## config.mk

```make
export PLATFORM = sky130hd
export DESIGN_NAME = rmst_ctrl
export DESIGN_NICKNAME = d
export VERILOG_FILES = /design/src/sv/rmst_pkg.sv /design/src/sv/rmst_ctrl.sv
export SDC_FILE = /design/constraint.sdc
export NUM_CORES = 1
export LEC_CHECK = 0
export BUFFER_PORTS_ARGS = -buffer_cell sky130_fd_sc_hd__buf_2
export CAP_MARGIN = 0
export CORE_ASPECT_RATIO = 1.2
export CORE_MARGIN = 3
export CORE_UTILIZATION = 35
export CTS_CLUSTER_SIZE = 25
export DETAILED_ROUTE_END_ITERATION = 6
export GPL_TIMING_DRIVEN = 0
export HOLD_SLACK_MARGIN = 0.05
export PLACE_DENSITY_LB_ADDON = 0.2
export SYNTH_ARGS = -nofsm -noshare
export SYNTH_HDL_FRONTEND = slang
export SYNTH_SLANG_ARGS = --single-unit
```

## constraint.sdc

```tcl
create_clock -name clock -period 4.03 [get_ports clock]
set_input_delay 0 -clock clock [delete_from_list [all_inputs] [get_ports clock]]
set_output_delay 0 -clock clock [all_outputs]
set_load 0.02 [all_outputs]
```

## src/sv/rmst_pkg.sv

```systemverilog
`timescale 1ns / 1ps
// Shared types and constants for the range maximum segment tree.
// No dependencies; every other file of the block imports this package.
package rmst_pkg;

   localparam int VALUE_W = 32;
   localparam int POS_W   = 11;

   localparam logic ACT_SET   = 1'b0;
   localparam logic ACT_QUERY = 1'b1;

   typedef struct packed {
      logic               action;
      logic [POS_W-1:0]   position;
      logic [VALUE_W-1:0] new_value;
      logic [POS_W-1:0]   range_left;
      logic [POS_W-1:0]   range_right;
   } req_type;

   typedef struct packed {
      logic [VALUE_W-1:0] range_max;
      logic               was_query;
   } rsp_type;

   typedef struct packed {
      logic    load;
      rsp_type result;
   } result_xfer_type;

endpackage

```

## src/sv/rmst_ctrl.sv

```systemverilog
`timescale 1ns / 1ps
// Sequencer of the segment tree: clearing pass, leaf-to-root update walk and
// the bottom-up range query. Depends on rmst_pkg; drives the ports of rmst_mem.
module rmst_ctrl import rmst_pkg::*; #(
   parameter int LEAVES = 1024,
   parameter int ADDR_W = $clog2(LEAVES) + 1
) (
   input  logic               clock,
   input  logic               reset,
   input  logic               accept,
   input  req_type            req,
   input  logic               out_free,
   output logic               idle,
   output result_xfer_type    xfer,
   output logic               wr_en,
   output logic [ADDR_W-1:0]  wr_addr,
   output logic [VALUE_W-1:0] wr_data,
   output logic [ADDR_W-1:0]  rd_addr_a,
   output logic [ADDR_W-1:0]  rd_addr_b,
   input  logic [VALUE_W-1:0] rd_data_a,
   input  logic [VALUE_W-1:0] rd_data_b
);

   localparam int LOG   = ADDR_W - 1;
   localparam int SPAN  = 1 << LOG;
   localparam int IDX_W = ADDR_W + 1;

   typedef enum logic [2:0] {
      S_CLEAR,
      S_IDLE,
      S_SET_LEAF,
      S_SET_UP,
      S_Q_ISSUE,
      S_Q_DRAIN,
      S_RESULT
   } state_type;

   state_type          state_ff, state_in;
   logic [ADDR_W-1:0]  clr_ff, clr_in;
   logic [ADDR_W-1:0]  node_ff, node_in;
   logic [VALUE_W-1:0] cur_ff, cur_in;
   logic [IDX_W-1:0]   lo_ff, lo_in;
   logic [IDX_W-1:0]   hi_ff, hi_in;
   logic               sel_a_ff, sel_a_in;
   logic               sel_b_ff, sel_b_in;
   logic [VALUE_W-1:0] pair_ff, pair_in;
   logic [VALUE_W-1:0] best_ff, best_in;
   logic               query_ff, query_in;

   logic [POS_W-1:0]   left_hi;
   logic [IDX_W-1:0]   right_c;
   logic               q_empty;
   logic               set_ok;
   logic [ADDR_W-1:0]  leaf;
   logic [ADDR_W-1:0]  parent;
   logic [VALUE_W-1:0] up_max;
   logic [VALUE_W-1:0] gated_a;
   logic [VALUE_W-1:0] gated_b;
   logic [IDX_W-1:0]   hi_m1;

   always_comb begin
      left_hi = (req.range_left == '0) ? POS_W'(1) : req.range_left;
      right_c = (32'(req.range_right) > 32'(LEAVES)) ? IDX_W'(LEAVES)
                                                      : IDX_W'(req.range_right);
      q_empty = 32'(left_hi) > 32'(right_c);
      set_ok  = (req.position != '0) && (32'(req.position) <= 32'(LEAVES));
      leaf    = ADDR_W'(SPAN) + ADDR_W'(req.position) - ADDR_W'(1);
      parent  = node_ff >> 1;
      up_max  = (rd_data_a > cur_ff) ? rd_data_a : cur_ff;
      gated_a = sel_a_ff ? rd_data_a : '0;
      gated_b = sel_b_ff ? rd_data_b : '0;
      hi_m1   = hi_ff - IDX_W'(1);
   end

   always_comb begin
      state_in  = state_ff;
      clr_in    = clr_ff;
      node_in   = node_ff;
      cur_in    = cur_ff;
      lo_in     = lo_ff;
      hi_in     = hi_ff;
      sel_a_in  = 1'b0;
      sel_b_in  = 1'b0;
      pair_in   = (gated_a > gated_b) ? gated_a : gated_b;
      best_in   = (pair_ff > best_ff) ? pair_ff : best_ff;
      query_in  = query_ff;
      wr_en     = 1'b0;
      wr_addr   = node_ff;
      wr_data   = cur_ff;
      rd_addr_a = lo_ff[ADDR_W-1:0];
      rd_addr_b = hi_m1[ADDR_W-1:0];

      unique case (state_ff)
         S_CLEAR: begin
            wr_en   = 1'b1;
            wr_addr = clr_ff;
            wr_data = '0;
            clr_in  = clr_ff + ADDR_W'(1);
            if (clr_ff == '1) begin
               state_in = S_IDLE;
            end
         end
         S_IDLE: begin
            if (accept) begin
               best_in  = '0;
               query_in = (req.action == ACT_QUERY);
               node_in  = leaf;
               cur_in   = req.new_value;
               lo_in    = IDX_W'(SPAN) + IDX_W'(left_hi) - IDX_W'(1);
               hi_in    = IDX_W'(SPAN) + right_c;
               if (req.action == ACT_QUERY) begin
                  state_in = q_empty ? S_RESULT : S_Q_ISSUE;
               end else begin
                  state_in = set_ok ? S_SET_LEAF : S_RESULT;
               end
            end
         end
         S_SET_LEAF: begin
            wr_en     = 1'b1;
            rd_addr_a = node_ff ^ ADDR_W'(1);
            state_in  = S_SET_UP;
         end
         S_SET_UP: begin
            wr_en     = 1'b1;
            wr_addr   = parent;
            wr_data   = up_max;
            rd_addr_a = parent ^ ADDR_W'(1);
            cur_in    = up_max;
            node_in   = parent;
            if (parent == ADDR_W'(1)) begin
               state_in = S_RESULT;
            end
         end
         S_Q_ISSUE: begin
            if (lo_ff < hi_ff) begin
               sel_a_in = lo_ff[0];
               sel_b_in = hi_ff[0];
               lo_in    = (lo_ff >> 1) + IDX_W'(lo_ff[0]);
               hi_in    = hi_ff >> 1;
            end else begin
               state_in = S_Q_DRAIN;
            end
         end
         S_Q_DRAIN: begin
            state_in = S_RESULT;
         end
         S_RESULT: begin
            if (out_free) begin
               state_in = S_IDLE;
            end
         end
         default: begin
            state_in = S_IDLE;
         end
      endcase
   end

   always_ff @(posedge clock) begin
      if (reset) begin
         state_ff <= S_CLEAR;
         clr_ff   <= '0;
         sel_a_ff <= 1'b0;
         sel_b_ff <= 1'b0;
      end else begin
         state_ff <= state_in;
         clr_ff   <= clr_in;
         sel_a_ff <= sel_a_in;
         sel_b_ff <= sel_b_in;
      end
      node_ff  <= node_in;
      cur_ff   <= cur_in;
      lo_ff    <= lo_in;
      hi_ff    <= hi_in;
      pair_ff  <= pair_in;
      best_ff  <= best_in;
      query_ff <= query_in;
   end

   assign idle                  = (state_ff == S_IDLE);
   assign xfer.load             = (state_ff == S_RESULT) && out_free;
   assign xfer.result.range_max = best_ff;
   assign xfer.result.was_query = query_ff;

endmodule

```

==> results by group, run 1 <==
Clock network
  • Number of clock sinks: 148
  • Max Buffers Root-to-Sink: 2
  • Worst skew pair latency: 430 ps
  • CTS tree: done
  • H-Tree Depth: 4
  • Setup Buffers After CTS: 0
  • CTS clk-pin slew, worst paths: 60 ps
  • CTS Buf Count: 17
  • Root buf cell: clkbuf_16

Synthesis
  • XOR/XNOR Fraction of Synth Area: 3.126%
  • Post-synth cell types: 59
  • Post-synth EDFFs: between 60 and 70
  • Yosys warnings: 0
  • Synth Area in Simple Gates: 16.89%
  • Mux contribution to synthesized area: 7.088%
  • Flip-flop and latch count after synthesis: 148
  • Synth cell count leaders: nand2_1 (150), a21oi_1 (141), inv_1 (130)
  • Complex-gate fraction of the synthesized area: 17.99%
  • Mapped Avg Cell Area: 8.272 µm²
  • Post-synth ARST share: 0%
  • Most frequent cell after synthesis: nand2_1
  • Synth area leaders: edfxtp_1 (19%), dfxtp_1 (15%), ha_1 (14%)
  • Post-synthesis instance total: 1321
  • Net count after synthesis: 1579
  • Area share of fa/ha/maj cells after synthesis: between 10% and 20%
  • Mapped cell area: 0.01093 mm²
  • Largest family of logic cells by synthesized area: compound AO/OA/AOI/OAI gates
  • Top FF cell, synth: dfxtp_1
  • Synth area leader: edfxtp_1
  • Area share of the largest cell type after synthesis: 18.69%
  • Sequential share of the synthesized area: 33.34%

Setup path
  • Crit-path max FO: 10
  • Worst r2r src: sel_b_ff
  • Crit path from: sel_b_ff
  • Worst Path Required: 4400 ps
  • CP Cell Sequence: clkbuf_1, nand2_1, ha_1, nand4_1, nor2_1, nand2_1, nor3_1, nand3_1, a22oi_2, mux2i_1, dlygate4sd3_1
  • Critical path endpoint category: register
  • Reg2Reg Setup Slack: 420 ps
  • CP Launch Type: register
  • Slowest CP cell: dlygate4sd3_1
  • Critical Path AT: a little under 4000 ps
  • Slowest stage delay, CP: 560 ps
  • Most used cell, CP: nand2_1
  • CP Class: reg2reg

Cells and area
  • Nets: slightly below 2k
  • ANT cells: 0
  • Multi-input gate area: 0.006486 mm²
  • Filler cells: between 3k and 4k
  • Layout area overhead: 34.66%
  • Fraction of layout cells with a size suffix above 1: 17.00%
  • Sequential cell area: ~0.0036 mm²

Timing
  • Clock period minus worst slack: 3609 ps
  • Measured slew at the worst slew-check pin: 1107 ps
  • Final setup viols: 0
  • Crit share post-route: 89.56%
  • Hold Fails Final Rpt: 0
  • Skew final: 15.46 ps
  • Rel. slew slack: 26.04%
  • TNS Setup: 0 ps
  • Min Hold Slack: between 60 and 70 ps
  • Peak Freq: 277.1 MHz
  • RSZ-0062 raised after global routing: no
  • Final Slew Violations: 0

Pwr
  • Power per Cell Area: 558.9 mW/mm²
  • Peak VDD IR: approximately 0.83 mV
  • Leakage: 6.904 nW

GRT
  • Largest net degree at the start of global routing: 35
  • Global-route wire length before repair: 56170 µm
  • Vias in the first global route: ~11k
  • Initial antenna violation count: 3
  • Grt ovf: 0
  • Gr usage total: a little over a fifth

Placed design
  • Routability congestion estimate: 0.9053
  • Dpl hpwl: 27940 µm
  • I/O Buffers: 233

Routing
  • WL/cell: between 15 and 20 µm
  • Number of vias per cell: 5.099
  • DRT iter0 DRCs: 626
  • Routed Antenna Nets: 0
  • Drt drc: 0
  • Final WL: 36350 µm
  • Vias post-DR: 10.87k
  • DR pass1 iterations: 5

Die
  • Starting Density: 35.64%
  • Floorplan row count: 70
  • Full die area: 0.03338 mm²
  • CORE AREA: 0.03065 mm²
  • Horiz. Die Dim: 167.3 µm
  • # IOs: 235
  • Die Y: between 150 and 200 µm

Run
  • Max cap viols: 0

Hold path
  • Hold_sp: rd_data_a[0]
  • Worst Hold Class: in2reg

Outcome
  • Outcome: finished, final reports clean
-- metal layers --
metal	share of wire [%]	vias to the layer above	wire, µm	track usage [%]
met4	3.2	6	1174	8.245
li1	-	5457	-	-
met5	0.077	-	28	0
met2	51	304	18610	39.12
met1	41	5022	14980	24.31
met3	4.3	76	1556	3.383
-- worst paths after layout --
| check | end | cells after the start |
|---|---|---|
| worst max-delay path | pair_ff[0] | 11 |
| worst min-delay path | cur_ff[0] | 3 |
| worst max register to register | pair_ff[0] | 11 |
| worst min register to register | best_ff[9] | 2 |
-- cells in the final DEF, fill, tap and decap left out, types with 4 or more instances in the layout --
master	instances
dlygate4sd3_1	149
nand2_1	149
a22o_1	33
nor3_1	14
clkbuf_1	59
nand2b_1	5
xnor2_1	19
buf_4	8
nor2b_1	12
clkbuf_16	21
o21ai_0	92
o22ai_1	5
nor2_1	102
ha_1	124
a21o_1	15
buf_2	239
xor2_1	20
nand4_1	28
a22oi_1	9
dfxtp_1	80
inv_1	130
or3_1	7
nand3_1	50
a211oi_1	4
and3_1	6
nor4_1	9
edfxtp_1	68
a21oi_1	141
mux2i_1	74
-- flip-flops by register name (all words and copies together) (netlist names) --
name / count
best_ff: 32
cur_ff: 32
pair_ff: 32
hi_ff: 12
lo_ff: 12
clr_ff: 11
node_ff: 11
state_ff: 3
query_ff: 1
sel_a_ff: 1
sel_b_ff: 1
-- cell families (layout without fill, tap and decap cells) --
family	after synthesis	after routing
AND/OR/NAND/NOR	401	401
AO/OA/AOI/OAI	328	328
buffers and inverters	204	618
flip-flops	148	148
adder cells (fa/ha/maj)	124	124
multiplexers	77	77
XOR/XNOR	39	39
-- area by class of cell --
class	count	area share, %
buffer	74	2.151
timing repair buffer	383	18.20
inverter	130	3.316
sequential	148	24.76
tap	396	3.367
clock inverter	3	0.1616
clock buffer	28	3.963
multi-input combinational	969	44.08
-- power by group --
group          switching (mW)  internal (mW)  leakage, nW
clock                   0.648          0.991        0.301
sequential              0.234           1.88         1.26
combinational            3.11           1.36         5.34
-- repair_timing --
| action | 4_1_cts | 5_1_grt |
|---|---|---|
| hold buffers | 149 | 0 |
| endpoints found under the setup margin | 0 | 2 |
| endpoints found under the hold margin | 93 | 0 |
| gates resized for setup | 0 | 1 |
-- per-stage QoR --
| step | util (%) | cells | worst slack, ps | total power [mW] | instance area, µm² |
|---|---|---|---|---|---|
| floorplan | - | 1321 | 1411 | 2.931 | 10930 |
| global placement | 41.07 | 1950 | 421.7 | 3.548 | 12590 |
| detailed placement | 41.14 | 1951 | 376.8 | 3.568 | 12610 |
| CTS | 47.98 | 2131 | 145.6 | 5.337 | 14710 |
| global route | 48.00 | 2131 | 38.40 | 7.640 | 14710 |
| finish | 48.00 | 2131 | 420.7 | 8.224 | 14710 |
-- critical path, delay by kind of cell, from the launching register on --
kind	cells	cell delay (ps)
AO/OA/AOI/OAI	1	420
flip-flops	1	490
multiplexers	1	240
buffers and inverters	2	960
AND/OR/NAND/NOR	6	1090
adder cells (fa/ha/maj)	1	350
(Power assumes the default switching activity.)
==> inputs of run 2 (changes only) <==
Settings changed: ABC_AREA set to 1, CORE_MARGIN 3 to 8.
==> run 2 against run 1 <==
Effect of this change:
- global-route usage down 1.7 points
- register-to-register slack better by 160 ps
- worst setup slack better by 160 ps
- sequential share of layout area down 0.63 points
- non-clock buffer count down 19
- final cell count up 16%
- clock-buffer cell count down 1
- synthesized cell count up 27%
- clock power about the same
- wire length up 4.3%
- flip-flop and latch count unchanged
- via count up 7.8%
- critical endpoint is now pair_ff[6]
- largest power group unchanged
- highest routed layer unchanged
==> results by group, run 2 <==
Outcome
  • Outcome: finished, final reports clean

Timing
  • Min Hold Slack: 68.16 ps (+5.354 ps)
  • Skew final: 13.06 ps (-2.406 ps)
  • Hold Fails Final Rpt: 0 (unchanged)
  • Final setup viols: 0 (unchanged)
  • RSZ-0062 raised after global routing: no
  • Min setup slack post-route: 577.3 ps (+156.6 ps)
  • Rel. slew slack: 28.29% (+2.3 points)
  • Final Slew Violations: 0 (unchanged)
  • Clock period minus worst slack: 3453 ps (-156.6 ps)
  • Measured slew at the worst slew-check pin: 1073 ps (-33.67 ps)
  • Crit share post-route: 85.67% (-3.9 points)
  • Peak Freq: 289.6 MHz (+4.5%)
  • TNS Setup: 0 ps (unchanged)

Placed design
  • Dpl hpwl: 30940 µm (+11%)
  • Placed Area: 0.01314 mm² (+4.2%)
  • Dpl ws: 1052 ps (+674.9 ps)
  • Routability congestion estimate: 0.8888 (-1.8%)
  • I/O Buffers: 234 (+0.43%)
  • Placed Instances: 2314 (+19%)

GRT
  • Grt ovf: 0 (unchanged)
  • Largest net degree at the start of global routing: 25 (-29%)
  • Vias in the first global route: 11.96k (+9.5%)
  • Gr usage total: 19.43% (-1.7 points)
  • Initial antenna violation count: 2 (-1)
  • Global-route wire length before repair: 60580 µm (+7.8%)

Setup path
  • Slowest CP cell: dlygate4sd3_1
  • Worst r2r src: sel_b_ff
  • Crit-path max FO: 10 (unchanged)
  • Worst Path Required: 4340 ps (-60 ps)
  • Cell family with most CP delay: simple AND/OR/NAND/NOR gates
  • Slowest stage delay, CP: 550 ps (about the same)
  • Most used cell, CP: nand2_1
  • CP Launch Type: register
  • WP buf/inv: 3 (+1)
  • Critical Path AT: 3760 ps (-220 ps)
  • Crit path from: sel_b_ff
  • Critical path endpoint category: register
  • CP Class: reg2reg
  • CP Cell Sequence: clkbuf_1, nand2_1, ha_1, nand2_1, nor2_1, nand4_1, nor4_2, nand3_2, clkbuf_1, nand3_1, nand2_1, dlygate4sd3_1

Synthesis
  • Net count after synthesis: 1930 (+22%)
  • Post-synth ARST share: 0% (unchanged)
  • Post-synth EDFFs: 68 (unchanged)
  • Mapped Avg Cell Area: 6.838 µm² (-17%)
  • Top FF cell, synth: dfxtp_1
  • Mapped cell area: 0.01143 mm² (+4.6%)
  • Synth cell count leaders: nand2_1 (500), inv_1 (274), nand3_1 (162)
  • Sequential share of the synthesized area: 31.87% (-1.5 points)
  • Synth area leaders: edfxtp_1 (18%), nand2_1 (16%), dfxtp_1 (14%)
  • Area share of the largest cell type after synthesis: 17.86% (-0.83 points)
  • Post-synth cell types: 42 (-29%)
  • Flip-flop and latch count after synthesis: 148 (unchanged)
  • Yosys warnings: 0 (unchanged)
  • Post-synthesis instance total: 1672 (+27%)
  • Synth area leader: edfxtp_1
  • Most frequent cell after synthesis: nand2_1

Cells and area
  • Fraction of layout cells with a size suffix above 1: 15.77% (-1.2 points)
  • Commonest non-fill, non-tap cell in the layout: nand2_1
  • Final std cells w/o fill: 2481 (+16%)
  • Regs by FF count: best_ff x32, cur_ff x32, pair_ff x32
  • Layout area overhead: 32.06%
  • Filler cells: 3309 (+8.7%)
  • Final instance area: 0.01510 mm² (+2.6%)
  • Most frequent cells in the layout: nand2_1 (499), inv_1 (274), buf_2 (255)
  • Nets: 2318 (+17%)
  • Final core occ: 46.82% (-1.2 points)

Hold path
  • Hold_sp: rd_data_a[6]
  • Worst Hold Class: in2reg

Die
  • # IOs: 235 (unchanged)
  • Die Y: 214.0 µm (+7.2%)
  • Horiz. Die Dim: 181.0 µm (+8.2%)
  • Full die area: 0.03873 mm² (+16%)
  • CORE AREA: 0.03225 mm² (+5.2%)
  • Starting Density: 35.45% (-0.19 points)
  • Floorplan row count: 72 (+2.9%)

Pwr
  • Power per Cell Area: 567.9 mW/mm² (+1.6%)
  • Pwr Total: 8.575 mW (+4.3%)
  • Leakage: 8.200 nW (+19%)
  • Peak VDD IR: 0.3328 mV (-60%)

Routing
  • Number of vias per cell: 4.721 (-7.4%)
  • Drt drc: 0 (unchanged)
  • DR pass1 iterations: 5 (unchanged)
  • Final WL: 37900 µm (+4.3%)
  • Wire length on met2: 19520 µm (+4.9%)
  • Wl on met1: 15490 µm (+3.4%)
  • Routed Antenna Nets: 0 (unchanged)
  • DRT iter0 DRCs: 512 (-18%)
  • Top sig layer: met5
  • Vias post-DR: 11.71k (+7.8%)
  • Wire length on met3: 1702 µm (+9.4%)
  • WL/cell: 15.27 µm (-10%)

Clock network
  • CTS Buf Count: 17 (unchanged)
  • CTS clk-pin slew, worst paths: 60 ps (about the same)
  • Post-cts sizing count: 0 (unchanged)
  • Worst skew pair latency: 440 ps (about the same)
  • CTS tree: done
  • Max Buffers Root-to-Sink: 2 (unchanged)
  • Setup Buffers After CTS: 0 (unchanged)
  • H-Tree Depth: 4 (unchanged)
  • Number of clock sinks: 148 (unchanged)
  • Root buf cell: clkbuf_16

Run
  • Max cap viols: 0 (unchanged)
run 2: changes by cell type after synthesis, moves of 15 or more:
cell,previous run,this run
mux2i_1,74,0
nand2_1,150,500
o21ai_0,92,56
a21oi_1,141,102
clkbuf_1,56,32
a22o_1,33,0
nand3_1,50,162
buf_2,6,21
inv_1,130,274
run 2: worst paths after layout:
check                           slack, ps  cells after the start    endpoint
worst max-delay path                  580                     12  pair_ff[6]
worst min-delay path                   70                      5   cur_ff[6]
worst max register to register        580                     12  pair_ff[6]
worst min register to register        500                      2  clr_ff[10]
run 2: repair_timing:
action,in CTS,in global routing
hold endpoints to repair,100,0
setup endpoints to repair,0,0
hold buffers,134,0
run 2: cells by family (layout without fill, tap and decap cells):
logic type | Yosys count | count (layout) | synth area share (%)
xor+xnor | 27 | 27 | 2.068
buf+inv | 350 | 751 | 12.28
simple gates | 829 | 829 | 30.90
flops | 148 | 148 | 31.87
fa+ha+maj | 124 | 124 | 13.57
other cells | 0 | 1 | 0
compound gates | 194 | 194 | 9.313
run 2: layout make-up:
cell class / count / area (µm²) / share of cell area [%]
flip-flops and latches: 148 / 3643 / 24.13
repair buffers: 369 / 2532 / 16.77
clock inverters: 5 / 61.31 / 0.4060
clock buffers: 27 / 558.0 / 3.696
well taps: 407 / 509.2 / 3.373
multi-input cells: 1174 / 6389 / 42.31
diodes: 1 / 2.502 / 0.01657
plain buffers: 69 / 349.1 / 2.312
inverters: 281 / 1055 / 6.985
run 2: per-layer routing:
metal / vias to the layer above / global-route usage [%]
met5: - / 0
met4: 2 / 7.800
met3: 62 / 4.186
met2: 267 / 36.36
met1: 5232 / 20.82
li1: 6150 / -
run 2: where the power goes:
group	internal (mW)	total, mW	switching (mW)
sequential	2.00	2.26	0.266
combinational	1.52	4.64	3.12
clock	1.02	1.67	0.658
total	4.53	8.58	4.04
run 2: worst register-to-register path: cells and delay by family, from the launching register on:
family	cells	cell delay [ps]
and+or+nand+nor	8	1340
buffers and inverters	3	1230
DFF	1	440
adders and majority gates	1	330
==> inputs of run 3 (changes only) <==
Settings changed: CORE_ASPECT_RATIO 1.2 to 0.7.
==> run 3 against run 2 <==
Effect of this change:
- final cell count is 1.1% higher
- critical path depth unchanged
- first-iteration DRC count rose by 89%
- worst setup slack got worse by 270 ps
- utilization rose by 0.34 points
- fmax fell by 7.3%
- sequential share of layout area down 0.19 points
==> results by group, run 3 (synthesis gave the netlist of run 2 again) <==
Timing
  • TNS Setup: 0 ps (unchanged)
  • Skew final: 10.89 ps (-2.172 ps)
  • Hold Fails Final Rpt: 0 (unchanged)
  • Rel. slew slack: 29.10% (+0.81 points)
  • Final Slew Violations: 0 (unchanged)
  • Clock period minus worst slack: 3724 ps (+271.0 ps)
  • Crit share post-route: 92.40% (+6.7 points)
  • RSZ-0062 raised after global routing: no
  • Measured slew at the worst slew-check pin: 1061 ps (-12.12 ps)
  • Peak Freq: 268.6 MHz (-7.3%)
  • Min setup slack post-route: 306.3 ps (-271.0 ps)
  • Final setup viols: 0 (unchanged)

Clock network
  • Number of clock sinks: 148 (unchanged)
  • Max Buffers Root-to-Sink: 2 (unchanged)
  • Cts hold-fix bufs: 142 (+6.0%)
  • CTS tree: done
  • Setup Buffers After CTS: 0 (unchanged)
  • Worst skew pair latency: 440 ps (about the same)
  • H-Tree Depth: 4 (unchanged)
  • CTS Buf Count: 17 (unchanged)
  • Root buf cell: clkbuf_16
  • Post-cts sizing count: 0 (unchanged)
  • CTS clk-pin slew, worst paths: 60 ps (about the same)

Cells and area
  • Commonest non-fill, non-tap cell in the layout: nand2_1
  • Layout area overhead: 33.12%
  • Filler cells: 3327 (+0.54%)
  • Final instance area: 0.01522 mm² (+0.80%)
  • Nets: 2326 (+0.35%)
  • Regs by FF count: best_ff x32, cur_ff x32, pair_ff x32
  • Most frequent cells in the layout: nand2_1 (499), inv_1 (274), buf_2 (255)
  • Fraction of layout cells with a size suffix above 1: 15.77% (about the same)

GRT
  • Vias in the first global route: 11.72k (-2.0%)
  • Initial antenna violation count: 6 (+4)
  • Global-route wire length before repair: 62350 µm (+2.9%)
  • Grt ovf: 0 (unchanged)
  • Gr usage total: 20.19% (+0.76 points)
  • Largest net degree at the start of global routing: 34 (+36%)

Setup path
  • CP Launch Type: register
  • Reg2Reg Setup Slack: 310 ps (-270 ps)
  • Critical Path AT: 4040 ps (+280 ps)
  • Crit-path max FO: 10 (unchanged)
  • Slowest CP cell: dlygate4sd3_1
  • Worst Path Required: 4350 ps (about the same)
  • Most used cell, CP: nand2_1
  • Slowest stage delay, CP: 560 ps (about the same)
  • CP Cell Sequence: clkbuf_1, nand2_1, ha_1, nand2_1, nor2_1, nand4_1, nor4_2, nand3_2, clkbuf_1, nand3_1, nand2_1, dlygate4sd3_1
  • CP Class: reg2reg
  • Critical path endpoint category: register

Routing
  • Routed Antenna Nets: 0 (unchanged)
  • WL/cell: 15.88 µm (+4.0%)
  • Vias post-DR: 12.07k (+3.0%)
  • Drt drc: 0 (unchanged)
  • Number of vias per cell: 4.811 (+1.9%)
  • DRT iter0 DRCs: 967 (+89%)
  • Final WL: 39850 µm (+5.1%)
  • DR pass1 iterations: 5 (unchanged)

Die
  • Full die area: 0.03880 mm² (+0.18%)
  • Horiz. Die Dim: 232.0 µm (+28%)
  • Starting Density: 35.43% (about the same)
  • Floorplan row count: 55 (-24%)
  • # IOs: 235 (unchanged)
  • Die Y: 167.2 µm (-22%)
  • CORE AREA: 0.03227 mm² (about the same)

Run
  • Max cap viols: 0 (unchanged)

Outcome
  • Outcome: finished, final reports clean

Pwr
  • Pwr Total: 8.740 mW (+1.9%)
  • Reg power frac: 26.0% (-0.4 points)
  • Internal power: 4.568 mW (+0.75%)
  • Gate power share: 54.5% (+0.4 points)
  • Power per Cell Area: 574.2 mW/mm² (+1.1%)
  • Peak VDD IR: 0.2738 mV (-18%)
  • Clk pwr share: 19.5% (about the same)
  • Sw Ratio: 47.73% (+0.61 points)
  • Leakage: 8.243 nW (+0.52%)
  • NetSw: 4.172 mW (+3.2%)

Placed design
  • Dpl ws: 1004 ps (-47.28 ps)
  • Dpl hpwl: 32120 µm (+3.8%)
  • I/O Buffers: 234 (unchanged)
  • Placed Area: 0.01316 mm² (+0.19%)
  • Routability congestion estimate: 0.8863 (-0.28%)

Hold path
  • Worst Hold Class: in2reg
## run 3: cell count changes in the layout (fill, tap and decap cells not counted), sizes merged
cell / before / now
bufinv: 1 / 0
dlygate4sd3: 134 / 142
diode: 1 / 2
## run 3: critical path, delay by kind of cell, from the launching register on
kind                     cells  cell delay (ps)
flip-flops                   1              460
AND/OR/NAND/NOR              8             1560
adder cells (fa/ha/maj)      1              330
buffers and inverters        3             1260
## run 3: area by class of cell
cell class                      count  area, µm²  share of cell area, %
Multi-Input combinational cell   1174       6389                  41.97
Sequential cell                   148       3643                  23.94
Timing Repair Buffer              377       2613                  17.16
Inverter                          281       1055                  6.930
Clock buffer                       27      609.3                  4.003
Tap cell                          427      534.3                  3.510
Buffer                             69      349.1                  2.293
Clock inverter                      4      23.77                 0.1562
Antenna cell                        2      5.005                0.03288
## run 3: path summary, 6_finish.rpt
| check | startpoint | to | cells past startpoint |
|---|---|---|---|
| worst max-delay path | sel_b_ff | pair_ff[13] | 12 |
| worst min-delay path | rd_data_a[23] | cur_ff[23] | 5 |
| worst max register to register | sel_b_ff | pair_ff[13] | 12 |
| worst min register to register | best_ff[13] | best_ff[13] | 2 |
## run 3: through the flow
step / utilization (%) / instances / hold WS (ps)
2_1_floorplan: - / 1672 / 69.07
3_3_place_gp: 40.71 / 2333 / 232.5
3_5_place_dp: 40.78 / 2334 / 229.5
4_1_cts: 47.14 / 2507 / 50.26
5_1_grt: 47.15 / 2508 / 77.00
6_report: 47.16 / 2509 / 78.10
## run 3: metal layers
metal | part of all wire [%] | up-vias | routed length [µm] | GRT usage [%]
met5 | 0.088 | - | 35 | 0
met1 | 51 | 5502 | 20200 | 29.04
met4 | 2.4 | 6 | 939 | 5.436
li1 | - | 6164 | - | -
met2 | 41 | 346 | 16460 | 29.95
met3 | 5.6 | 52 | 2214 | 4.373
## run 3: power by group through the flow
stage	logic [mW]	registers (mW)	clock network, mW
global route	5.26	2.32	1.81
global placement	4.53	2.30	0
detailed placement	4.60	2.30	0
finish	4.76	2.27	1.71
floorplan	2.95	2.37	0
CTS	4.75	2.27	1.75
